### config.mk
export PLATFORM = sky130hd
export DESIGN_NAME = canvas_shape_fill_engine_top
export DESIGN_NICKNAME = d
export VERILOG_FILES = /design/src/rtl/csfe_pkg.sv /design/src/rtl/canvas_shape_fill_engine_top.sv
export SDC_FILE = /design/constraint.sdc
export NUM_CORES = 2
export LEC_CHECK = 0
export BUFFER_PORTS_ARGS = -buffer_cell sky130_fd_sc_hd__clkbuf_2
export CAP_MARGIN = 20
export CORE_ASPECT_RATIO = 1.75
export CORE_MARGIN = 2
export CORE_UTILIZATION = 50
export CTS_CLUSTER_DIAMETER = 50
export DETAILED_ROUTE_END_ITERATION = 12
export PLACE_DENSITY = 0.61
export SLEW_MARGIN = 15
export SYNTH_ARGS = -nofsm -noshare
export SYNTH_HDL_FRONTEND = slang
export SYNTH_SLANG_ARGS = --single-unit
### constraint.sdc
create_clock -name clk -period 12.31 [get_ports clk]
set_clock_uncertainty 0.1 [all_clocks]
set_input_delay 2.462 -clock clk [delete_from_list [all_inputs] [get_ports clk]]
set_output_delay 2.462 -clock clk [all_outputs]
set_load 0.05 [all_outputs]
### src/rtl/csfe_pkg.sv
// types, codes and size constants shared by the shape fill engine files
package csfe_pkg;

	localparam int CSFE_MAX_COLUMNS = 64;
	localparam int CSFE_MAX_ROWS    = 64;

	localparam int CFG_IDX_W  = 1;
	localparam int CFG_DATA_W = 7;

	localparam logic [CFG_IDX_W-1:0] REG_CANVAS_WIDTH  = 1'b0;
	localparam logic [CFG_IDX_W-1:0] REG_CANVAS_HEIGHT = 1'b1;

	localparam logic [6:0] CANVAS_WIDTH_RESET  = 7'd64;
	localparam logic [6:0] CANVAS_HEIGHT_RESET = 7'd64;

	typedef enum logic [1:0] {
		REQ_SQUARE   = 2'd0,
		REQ_TRIANGLE = 2'd1,
		REQ_LINE     = 2'd2,
		REQ_NONE     = 2'd3
	} req_t;

	localparam logic [1:0] STAT_ROW   = 2'd0;
	localparam logic [1:0] STAT_RANGE = 2'd1;
	localparam logic [1:0] STAT_SLOPE = 2'd2;

	// how a column bound moves with the row distance from the anchor
	typedef enum logic [1:0] {
		COEF_NONE = 2'd0,
		COEF_ADD  = 2'd1,
		COEF_SUB  = 2'd2
	} coef_t;

	typedef struct packed {
		logic [1:0] req_type;
		logic [6:0] fill_size;
		logic [5:0] x_pos;
		logic [5:0] y_pos;
		logic [5:0] x_end;
		logic [5:0] y_end;
		logic       go_left;
		logic       go_up;
	} cmd_t;

	typedef struct packed {
		logic [63:0] row_bits;
		logic [5:0]  row_index;
		logic [1:0]  status;
		logic        last;
	} row_t;

endpackage

### src/rtl/canvas_shape_fill_engine_top.sv
// shape fill engine: command decode, canvas row memory and row emitter
// Usage
// A command beat (cmd, cmd_valid, cmd_stall) fills a square, fills a right
// isosceles triangle or draws a line on a one-bit-per-pixel canvas held in
// a row memory of MAX_ROWS words of MAX_COLUMNS bits.
// A command whose checked corners leave the canvas in use, or a line that
// is not horizontal, vertical or diagonal, gives one rejected beat on the
// row channel (status set, last high). Otherwise every row in use goes out
// from row 0 upward, last high on the final row. Request code 3 is dropped.
// Each row is read from the memory, merged with the shape's pixels for that
// row, written back and put in the output register, one row per cycle while
// row_stall is low. cfg_we writes canvas_width (index 0) or canvas_height
// (index 1); the user must write them while idle; the block has no guard.
// cmd_stall stays high while a command is at work; the next command is taken
// the cycle after the last beat enters the output register.
// row_stall holds the output register and the read/merge stage behind it.
// Reset clears the per-row valid flags, so the canvas reads as empty, and
// sets both canvas size registers to 64; there is no clearing pass.
module canvas_shape_fill_engine_top #(
	parameter int MAX_COLUMNS = csfe_pkg::CSFE_MAX_COLUMNS,
	parameter int MAX_ROWS    = csfe_pkg::CSFE_MAX_ROWS
) (
	input  logic                           clk,
	input  logic                           arst_n,
	input  logic                           cfg_we,
	input  logic [csfe_pkg::CFG_IDX_W-1:0]  cfg_index,
	input  logic [csfe_pkg::CFG_DATA_W-1:0] cfg_data,
	input  logic                           cmd_valid,
	output logic                           cmd_stall,
	input  csfe_pkg::cmd_t                 cmd,
	output logic                           row_valid,
	input  logic                           row_stall,
	output csfe_pkg::row_t                 row
);

	localparam int ROW_W = (MAX_ROWS > 1) ? $clog2(MAX_ROWS) : 1;

	typedef enum logic [3:0] {
		ST_IDLE  = 4'b0001,
		ST_RUN   = 4'b0010,
		ST_DRAIN = 4'b0100,
		ST_REJ   = 4'b1000
	} state_t;

	state_t state_q;

	logic [6:0] width_q, height_q;
	logic [6:0] cols_eff, rows_eff;

	// command decode
	logic              cmd_acc;
	logic signed [8:0] x9, y9, x2_9, y2_9, w9, cols9, rows9;
	logic signed [8:0] far_x, far_y, dx, dy, adx, ady;
	logic              anchor_ok, far_ok;
	logic [1:0]        status_d;
	logic signed [8:0] row_lo_d, row_hi_d, base_lo_d, base_hi_d;
	csfe_pkg::coef_t   coef_lo_d, coef_hi_d;

	logic [1:0]        status_q;
	logic signed [8:0] row_lo_q, row_hi_q, base_lo_q, base_hi_q;
	csfe_pkg::coef_t   coef_lo_q, coef_hi_q;
	logic signed [8:0] y_q;

	// row pipeline
	logic [ROW_W-1:0]       rd_row_q;
	logic                   rd_go, rd_last;
	logic                   s1_valid_q;
	logic [ROW_W-1:0]       row_s1;
	logic                   last_s1;
	logic [MAX_COLUMNS-1:0] data_s1;
	logic                   hit_s1_valid;
	logic                   s1_adv, out_free, load_rej;

	logic [MAX_COLUMNS-1:0] mem [MAX_ROWS];
	logic [MAX_ROWS-1:0]    row_valid_q;

	logic signed [8:0]      r9, diff, row_dist, col_lo, col_hi;
	logic                   row_hit;
	logic [63:0]            shape_mask, col_mask;
	logic [MAX_COLUMNS-1:0] merged;

	logic           out_valid_q;
	csfe_pkg::row_t out_q;

	assign cols_eff = (width_q > 7'(MAX_COLUMNS)) ? 7'(MAX_COLUMNS) : width_q;
	assign rows_eff = (height_q > 7'(MAX_ROWS)) ? 7'(MAX_ROWS) : height_q;

	assign cmd_stall = (state_q != ST_IDLE);
	assign cmd_acc   = cmd_valid && !cmd_stall;

	// configuration registers
	always_ff @(posedge clk or negedge arst_n) begin
		if (!arst_n) begin
			width_q  <= csfe_pkg::CANVAS_WIDTH_RESET;
			height_q <= csfe_pkg::CANVAS_HEIGHT_RESET;
		end else if (cfg_we) begin
			case (cfg_index)
				csfe_pkg::REG_CANVAS_WIDTH:  width_q  <= cfg_data;
				csfe_pkg::REG_CANVAS_HEIGHT: height_q <= cfg_data;
				default: ;
			endcase
		end
	end

	// corner checks and per-command row and column bounds
	always_comb begin
		x9    = signed'(9'(cmd.x_pos));
		y9    = signed'(9'(cmd.y_pos));
		x2_9  = signed'(9'(cmd.x_end));
		y2_9  = signed'(9'(cmd.y_end));
		w9    = signed'(9'(cmd.fill_size));
		cols9 = signed'(9'(cols_eff));
		rows9 = signed'(9'(rows_eff));
		dx    = x2_9 - x9;
		dy    = y2_9 - y9;
		adx   = (dx < 0) ? -dx : dx;
		ady   = (dy < 0) ? -dy : dy;

		far_x     = x2_9;
		far_y     = y2_9;
		row_lo_d  = y9;
		row_hi_d  = y9 + w9 - 9'sd1;
		base_lo_d = x9;
		base_hi_d = x9 + w9 - 9'sd1;
		coef_lo_d = csfe_pkg::COEF_NONE;
		coef_hi_d = csfe_pkg::COEF_NONE;

		case (cmd.req_type)
			csfe_pkg::REQ_SQUARE: begin
				far_x = x9 + w9 - 9'sd1;
				far_y = y9 + w9 - 9'sd1;
			end
			csfe_pkg::REQ_TRIANGLE: begin
				far_x = cmd.go_left ? (x9 - w9 + 9'sd1) : (x9 + w9 - 9'sd1);
				far_y = cmd.go_up ? (y9 - w9 + 9'sd1) : (y9 + w9 - 9'sd1);
				if (cmd.go_up) begin
					row_lo_d = y9 - w9 + 9'sd1;
					row_hi_d = y9;
				end
				// a row at distance d from the anchor spans w-d columns
				if (cmd.go_left) begin
					base_lo_d = x9 - w9 + 9'sd1;
					base_hi_d = x9;
					coef_lo_d = csfe_pkg::COEF_ADD;
				end else begin
					coef_hi_d = csfe_pkg::COEF_SUB;
				end
			end
			csfe_pkg::REQ_LINE: begin
				row_lo_d = (y2_9 < y9) ? y2_9 : y9;
				row_hi_d = (y2_9 < y9) ? y9 : y2_9;
				if (dy == 9'sd0) begin
					base_lo_d = (x2_9 < x9) ? x2_9 : x9;
					base_hi_d = (x2_9 < x9) ? x9 : x2_9;
				end else begin
					base_lo_d = x9;
					base_hi_d = x9;
					if (dx > 9'sd0) begin
						coef_lo_d = csfe_pkg::COEF_ADD;
						coef_hi_d = csfe_pkg::COEF_ADD;
					end else if (dx < 9'sd0) begin
						coef_lo_d = csfe_pkg::COEF_SUB;
						coef_hi_d = csfe_pkg::COEF_SUB;
					end
				end
			end
			default: ;
		endcase

		anchor_ok = (x9 < cols9) && (y9 < rows9);
		far_ok    = (far_x >= 9'sd0) && (far_y >= 9'sd0) && (far_x < cols9) && (far_y < rows9);

		if (!anchor_ok || !far_ok)
			status_d = csfe_pkg::STAT_RANGE;
		else if (cmd.req_type == csfe_pkg::REQ_LINE && dx != 9'sd0 && dy != 9'sd0
				&& adx != ady)
			status_d = csfe_pkg::STAT_SLOPE;
		else
			status_d = csfe_pkg::STAT_ROW;
	end

	always_ff @(posedge clk) begin
		if (cmd_acc) begin
			status_q  <= status_d;
			row_lo_q  <= row_lo_d;
			row_hi_q  <= row_hi_d;
			base_lo_q <= base_lo_d;
			base_hi_q <= base_hi_d;
			coef_lo_q <= coef_lo_d;
			coef_hi_q <= coef_hi_d;
			y_q       <= signed'(9'(cmd.y_pos));
		end
	end

	// handshake of the row pipeline
	assign out_free = !out_valid_q || !row_stall;
	assign s1_adv   = s1_valid_q && out_free;
	assign load_rej = (state_q == ST_REJ) && out_free;
	assign rd_go    = (state_q == ST_RUN) && (!s1_valid_q || s1_adv);
	assign rd_last  = (7'(rd_row_q) == rows_eff - 7'd1);

	always_ff @(posedge clk or negedge arst_n) begin
		if (!arst_n) begin
			state_q    <= ST_IDLE;
			rd_row_q   <= '0;
			s1_valid_q <= 1'b0;
		end else begin
			if (rd_go)
				s1_valid_q <= 1'b1;
			else if (s1_adv)
				s1_valid_q <= 1'b0;

			case (state_q)
				ST_IDLE: begin
					rd_row_q <= '0;
					if (cmd_acc && cmd.req_type != csfe_pkg::REQ_NONE) begin
						if (status_d != csfe_pkg::STAT_ROW)
							state_q <= ST_REJ;
						else
							state_q <= ST_RUN;
					end
				end
				ST_RUN: begin
					if (rd_go) begin
						rd_row_q <= rd_row_q + 1'b1;
						if (rd_last)
							state_q <= ST_DRAIN;
					end
				end
				ST_DRAIN: begin
					if (s1_adv && last_s1)
						state_q <= ST_IDLE;
				end
				ST_REJ: begin
					if (load_rej)
						state_q <= ST_IDLE;
				end
				default: state_q <= ST_IDLE;
			endcase
		end
	end

	// canvas memory: read one row, write it back merged as stage 1 advances
	always_ff @(posedge clk) begin
		if (rd_go) begin
			data_s1      <= mem[rd_row_q];
			hit_s1_valid <= row_valid_q[rd_row_q];
			row_s1       <= rd_row_q;
			last_s1      <= rd_last;
		end
		if (s1_adv)
			mem[row_s1] <= merged;
	end

	// rows never written read as cleared
	always_ff @(posedge clk or negedge arst_n) begin
		if (!arst_n)
			row_valid_q <= '0;
		else if (s1_adv)
			row_valid_q[row_s1] <= 1'b1;
	end

	// pixels of the shape in the row held in stage 1
	always_comb begin
		r9       = signed'(9'(row_s1));
		diff     = r9 - y_q;
		row_dist = (diff < 0) ? -diff : diff;
		row_hit  = (r9 >= row_lo_q) && (r9 <= row_hi_q);

		case (coef_lo_q)
			csfe_pkg::COEF_ADD: col_lo = base_lo_q + row_dist;
			csfe_pkg::COEF_SUB: col_lo = base_lo_q - row_dist;
			default:            col_lo = base_lo_q;
		endcase
		case (coef_hi_q)
			csfe_pkg::COEF_ADD: col_hi = base_hi_q + row_dist;
			csfe_pkg::COEF_SUB: col_hi = base_hi_q - row_dist;
			default:            col_hi = base_hi_q;
		endcase

		for (int i = 0; i < 64; i++) begin
			shape_mask[i] = row_hit && (9'(i) >= 9'(col_lo)) && (signed'(9'(i)) <= col_hi)
				&& (col_lo >= 9'sd0);
			col_mask[i]   = (7'(i) < cols_eff);
		end

		merged = (hit_s1_valid ? data_s1 : '0) | shape_mask[MAX_COLUMNS-1:0];
	end

	// output register
	always_ff @(posedge clk or negedge arst_n) begin
		if (!arst_n)
			out_valid_q <= 1'b0;
		else if (load_rej || s1_adv)
			out_valid_q <= 1'b1;
		else if (!row_stall)
			out_valid_q <= 1'b0;
	end

	always_ff @(posedge clk) begin
		if (load_rej) begin
			out_q.row_bits  <= '0;
			out_q.row_index <= '0;
			out_q.status    <= status_q;
			out_q.last      <= 1'b1;
		end else if (s1_adv) begin
			out_q.row_bits  <= 64'(merged) & col_mask;
			out_q.row_index <= 6'(row_s1);
			out_q.status    <= csfe_pkg::STAT_ROW;
			out_q.last      <= last_s1;
		end
	end

	assign row_valid = out_valid_q;
	assign row       = out_q;

endmodule

==> flow_summary.json <==
{
  "status": "finished clean",
  "finalCritPeriodShare": 0.7878,
  "endpoint_kind": "register",
  "htree_num_levels": 5,
  "ys_ff_latch": 4379,
  "r2r_cells": 29,
  "critical_path_class": "reg -> reg",
  "cts_buffers": 385,
  "vias": 91340,
  "async_flop_share": 0.02055,
  "cp_max_fo": 40,
  "finalCriticalPeriod_ns": 9.697,
  "firstDrtPassIters": 6,
  "cts.repair.resized": 0,
  "yosys_most_used_dff": "edfxtp_1",
  "drive_gt1_frac": 0.3085,
  "crit_path_max_incr_delay_ns": 0.92,
  "antenna_found_initial": 19,
  "portBuffers": 122,
  "drt_wl_total_um": 589100,
  "syn-cell-area_sq_um": 173600,
  "finish.instance_area_sq_um": 195800,
  "cpMostUsedCell": "ha_1",
  "grt_max_degree": 128,
  "start_util": 0.5018,
  "dpl_cell_area_sq_um": 182300,
  "cts.sinks": 4379,
  "root_buffer": "clkbuf_16",
  "post_cts_buffers": 0,
  "final_common_cell": "edfxtp_1",
  "worst_slack_ns": 2.613,
  "maxSlewHeadroom": 0.1591,
  "hold_start": "row_valid_q[3]",
  "fp.dieH_um": 783.5,
  "yosysSeqAreaShare": 0.7507,
  "synth_area_per_cell_sq_um": 22.12,
  "finalSetupViolCount": 0,
  "drc": 0,
  "grt_pass1_wl_um": 786300,
  "ios": 123,
  "arrival_ns": 10.35,
  "hold_viol": 0,
  "grtUsageTotal": 0.3339,
  "max_freq_mhz": 103.1,
  "yosys.area.top_type": "edfxtp_1",
  "cts_tree": "built",
  "endpoint": "mem[60][19]",
  "worst_pin_slew_ns": 1.261,
  "slew_violations": 0,
  "via_per_inst": 6.929,
  "crit_start": "row_s1[1]",
  "drt_iter0_markers": 13460,
  "place_ws_ns": 2.798,
  "clkTransAtPathRegs_ns": 0.07,
  "tns_ns": 0,
  "crit_required_ns": 12.97,
  "multi_input_area_sq_um": 42370,
  "synthDistinctLibCells": 93,
  "ant_nets": 0,
  "synth_top_cell_area_share": 0.7295,
  "p_per_area_nw_per_um2": 172.9,
  "worstSkewPairLatency_ns": 0.99,
  "irDropWorstVdd_uv": 118.6,
  "syn_nets": 8027,
  "min_path_type": "reg -> reg",
  "rrSetupSlack_ns": 2.61,
  "slowest_stage": "o31ai_4",
  "hold_buffers": 0,
  "core-area_sq_um": 346000,
  "die_w_um": 449.5,
  "grt.overflow.total": 0,
  "holdWs_ns": 0.3677,
  "synth_top_cells_by_area": "edfxtp_1 73%, mux4_2 18%, dfrtp_1 1.3%, ha_1 0.88%, dfxtp_1 0.82%",
  "rsz0062_at_grt": "false",
  "syn_inst": 7848,
  "final_cell_mix": "4218 x edfxtp_1, 1365 x mux4_2, 391 x clkbuf_16",
  "synth-edff-count": 4218,
  "cap_violations": 0,
  "startpoint_type": "register",
  "yosys_warnings": 0,
  "area_growth_pct": 12.77,
  "grt_pass1_vias": 89000,
  "die-area_sq_um": 352200,
  "num-fill-cells": 25360,
  "rr_startpoint": "row_s1[1]",
  "clock_path_buffers": 4,
  "seq_area_sq_um": 130400,
  "rows": 286,
  "hpwl_um": 301900,
  "gp_congestion": 0.9772,
  "wire_per_inst_um": 44.69,
  "power_leakage_uw": 0.06026,
  "nets": 8423,
  "worstReg2RegEnd": "mem[60][19]"
}
-- synth_stat cells, types with 22 or more instances --
| library cell | number |
|---|---|
| or2_2 | 73 |
| clkbuf_1 | 285 |
| a32o_1 | 27 |
| a22o_1 | 58 |
| nor3_1 | 25 |
| mux4_2 | 1365 |
| nor2_1 | 246 |
| xor2_1 | 34 |
| nor2b_1 | 26 |
| dfrtp_1 | 87 |
| inv_1 | 121 |
| edfxtp_1 | 4218 |
| dfxtp_1 | 71 |
| ha_1 | 122 |
| xnor2_1 | 36 |
| buf_1 | 99 |
| nand3_1 | 48 |
| o22ai_1 | 23 |
| a21oi_1 | 137 |
| nand2_1 | 216 |
| o21ai_0 | 123 |
| o21ai_1 | 22 |
| mux2i_1 | 26 |
| mux2_2 | 24 |
-- kinds of logic after synthesis --
logic type,after synthesis,share of synthesized area
DFF,4379,0.7507
xor gates and xnor gates,73,0.003812
muxes,1416,0.1802
AOI/OAI and AO/OA,600,0.02432
and+or+nand+nor,731,0.01974
buffers and inverters,518,0.01135
adders and majority gates,131,0.009830
-- worst min-delay path by stage --
| stage | cells after the start | end |
|---|---|---|
| after global placement | 1 | row_valid_q[14] |
| after floorplan | 0 | row_s1[3] |
| after detailed placement | 1 | row_valid_q[44] |
| final | 1 | row_valid_q[3] |
| after CTS | 1 | row_valid_q[44] |
| after global routing | 1 | row_valid_q[23] |
-- metal layers --
| layer | GRT usage | vias to the layer above | wire length, um |
|---|---|---|---|
| li1 | - | 34030 | - |
| met1 | 0.4405 | 50380 | 208200 |
| met2 | 0.5320 | 5730 | 282800 |
| met3 | 0.06312 | 1192 | 60900 |
| met4 | 0.1769 | 10 | 37100 |
| met5 | 0 | - | 69 |
-- power breakdown --
group / total [uW] / internal, uW / switching (uW)
clock: 12700 / 7080 / 5620
combinational: 4480 / 1050 / 3430
sequential: 16700 / 16600 / 110
total: 33900 / 24700 / 9150
-- cell type report --
cell class,count,area share
diodes,9,0.0001150
well taps,4608,0.02945
multi-input cells,2951,0.2164
repair buffers,405,0.01902
clock inverters,248,0.01462
flip-flops and latches,4379,0.6658
clock buffers,461,0.05224
inverters,122,0.002339
-- per-stage QoR --
step | total power (uW) | util | std cells
3_5_place_dp | 21340 | 0.5268 | 12450
5_1_grt | 34570 | 0.5658 | 13180
2_1_floorplan | 19060 | - | 7848
6_report | 33860 | 0.5658 | 13180
3_3_place_gp | 21290 | 0.5258 | 12440
4_1_cts | 33830 | 0.5646 | 13160
-- registers in the layout (all words and copies together), names as in the netlist, 4 cells and up --
name	cells
data_s1	64
rd_row_q	6
row_hi_q	9
row_s1	6
row_valid_q	64
row_lo_q	9
width_q	7
row	73
state_q	4
height_q	7
y_q	6
mem	4096
base_lo_q	9
base_hi_q	9
-- critical path, delay by kind of cell (launching register included) --
kind	cells	cell delay, ns
xor gates and xnor gates	2	0.35
AOI/OAI and AO/OA	11	3.89
adders and majority gates	4	1.46
and+or+nand+nor	7	1.49
DFF	1	0.52
buffers and inverters	5	1.55
Power figures use the tool's default switching activity.
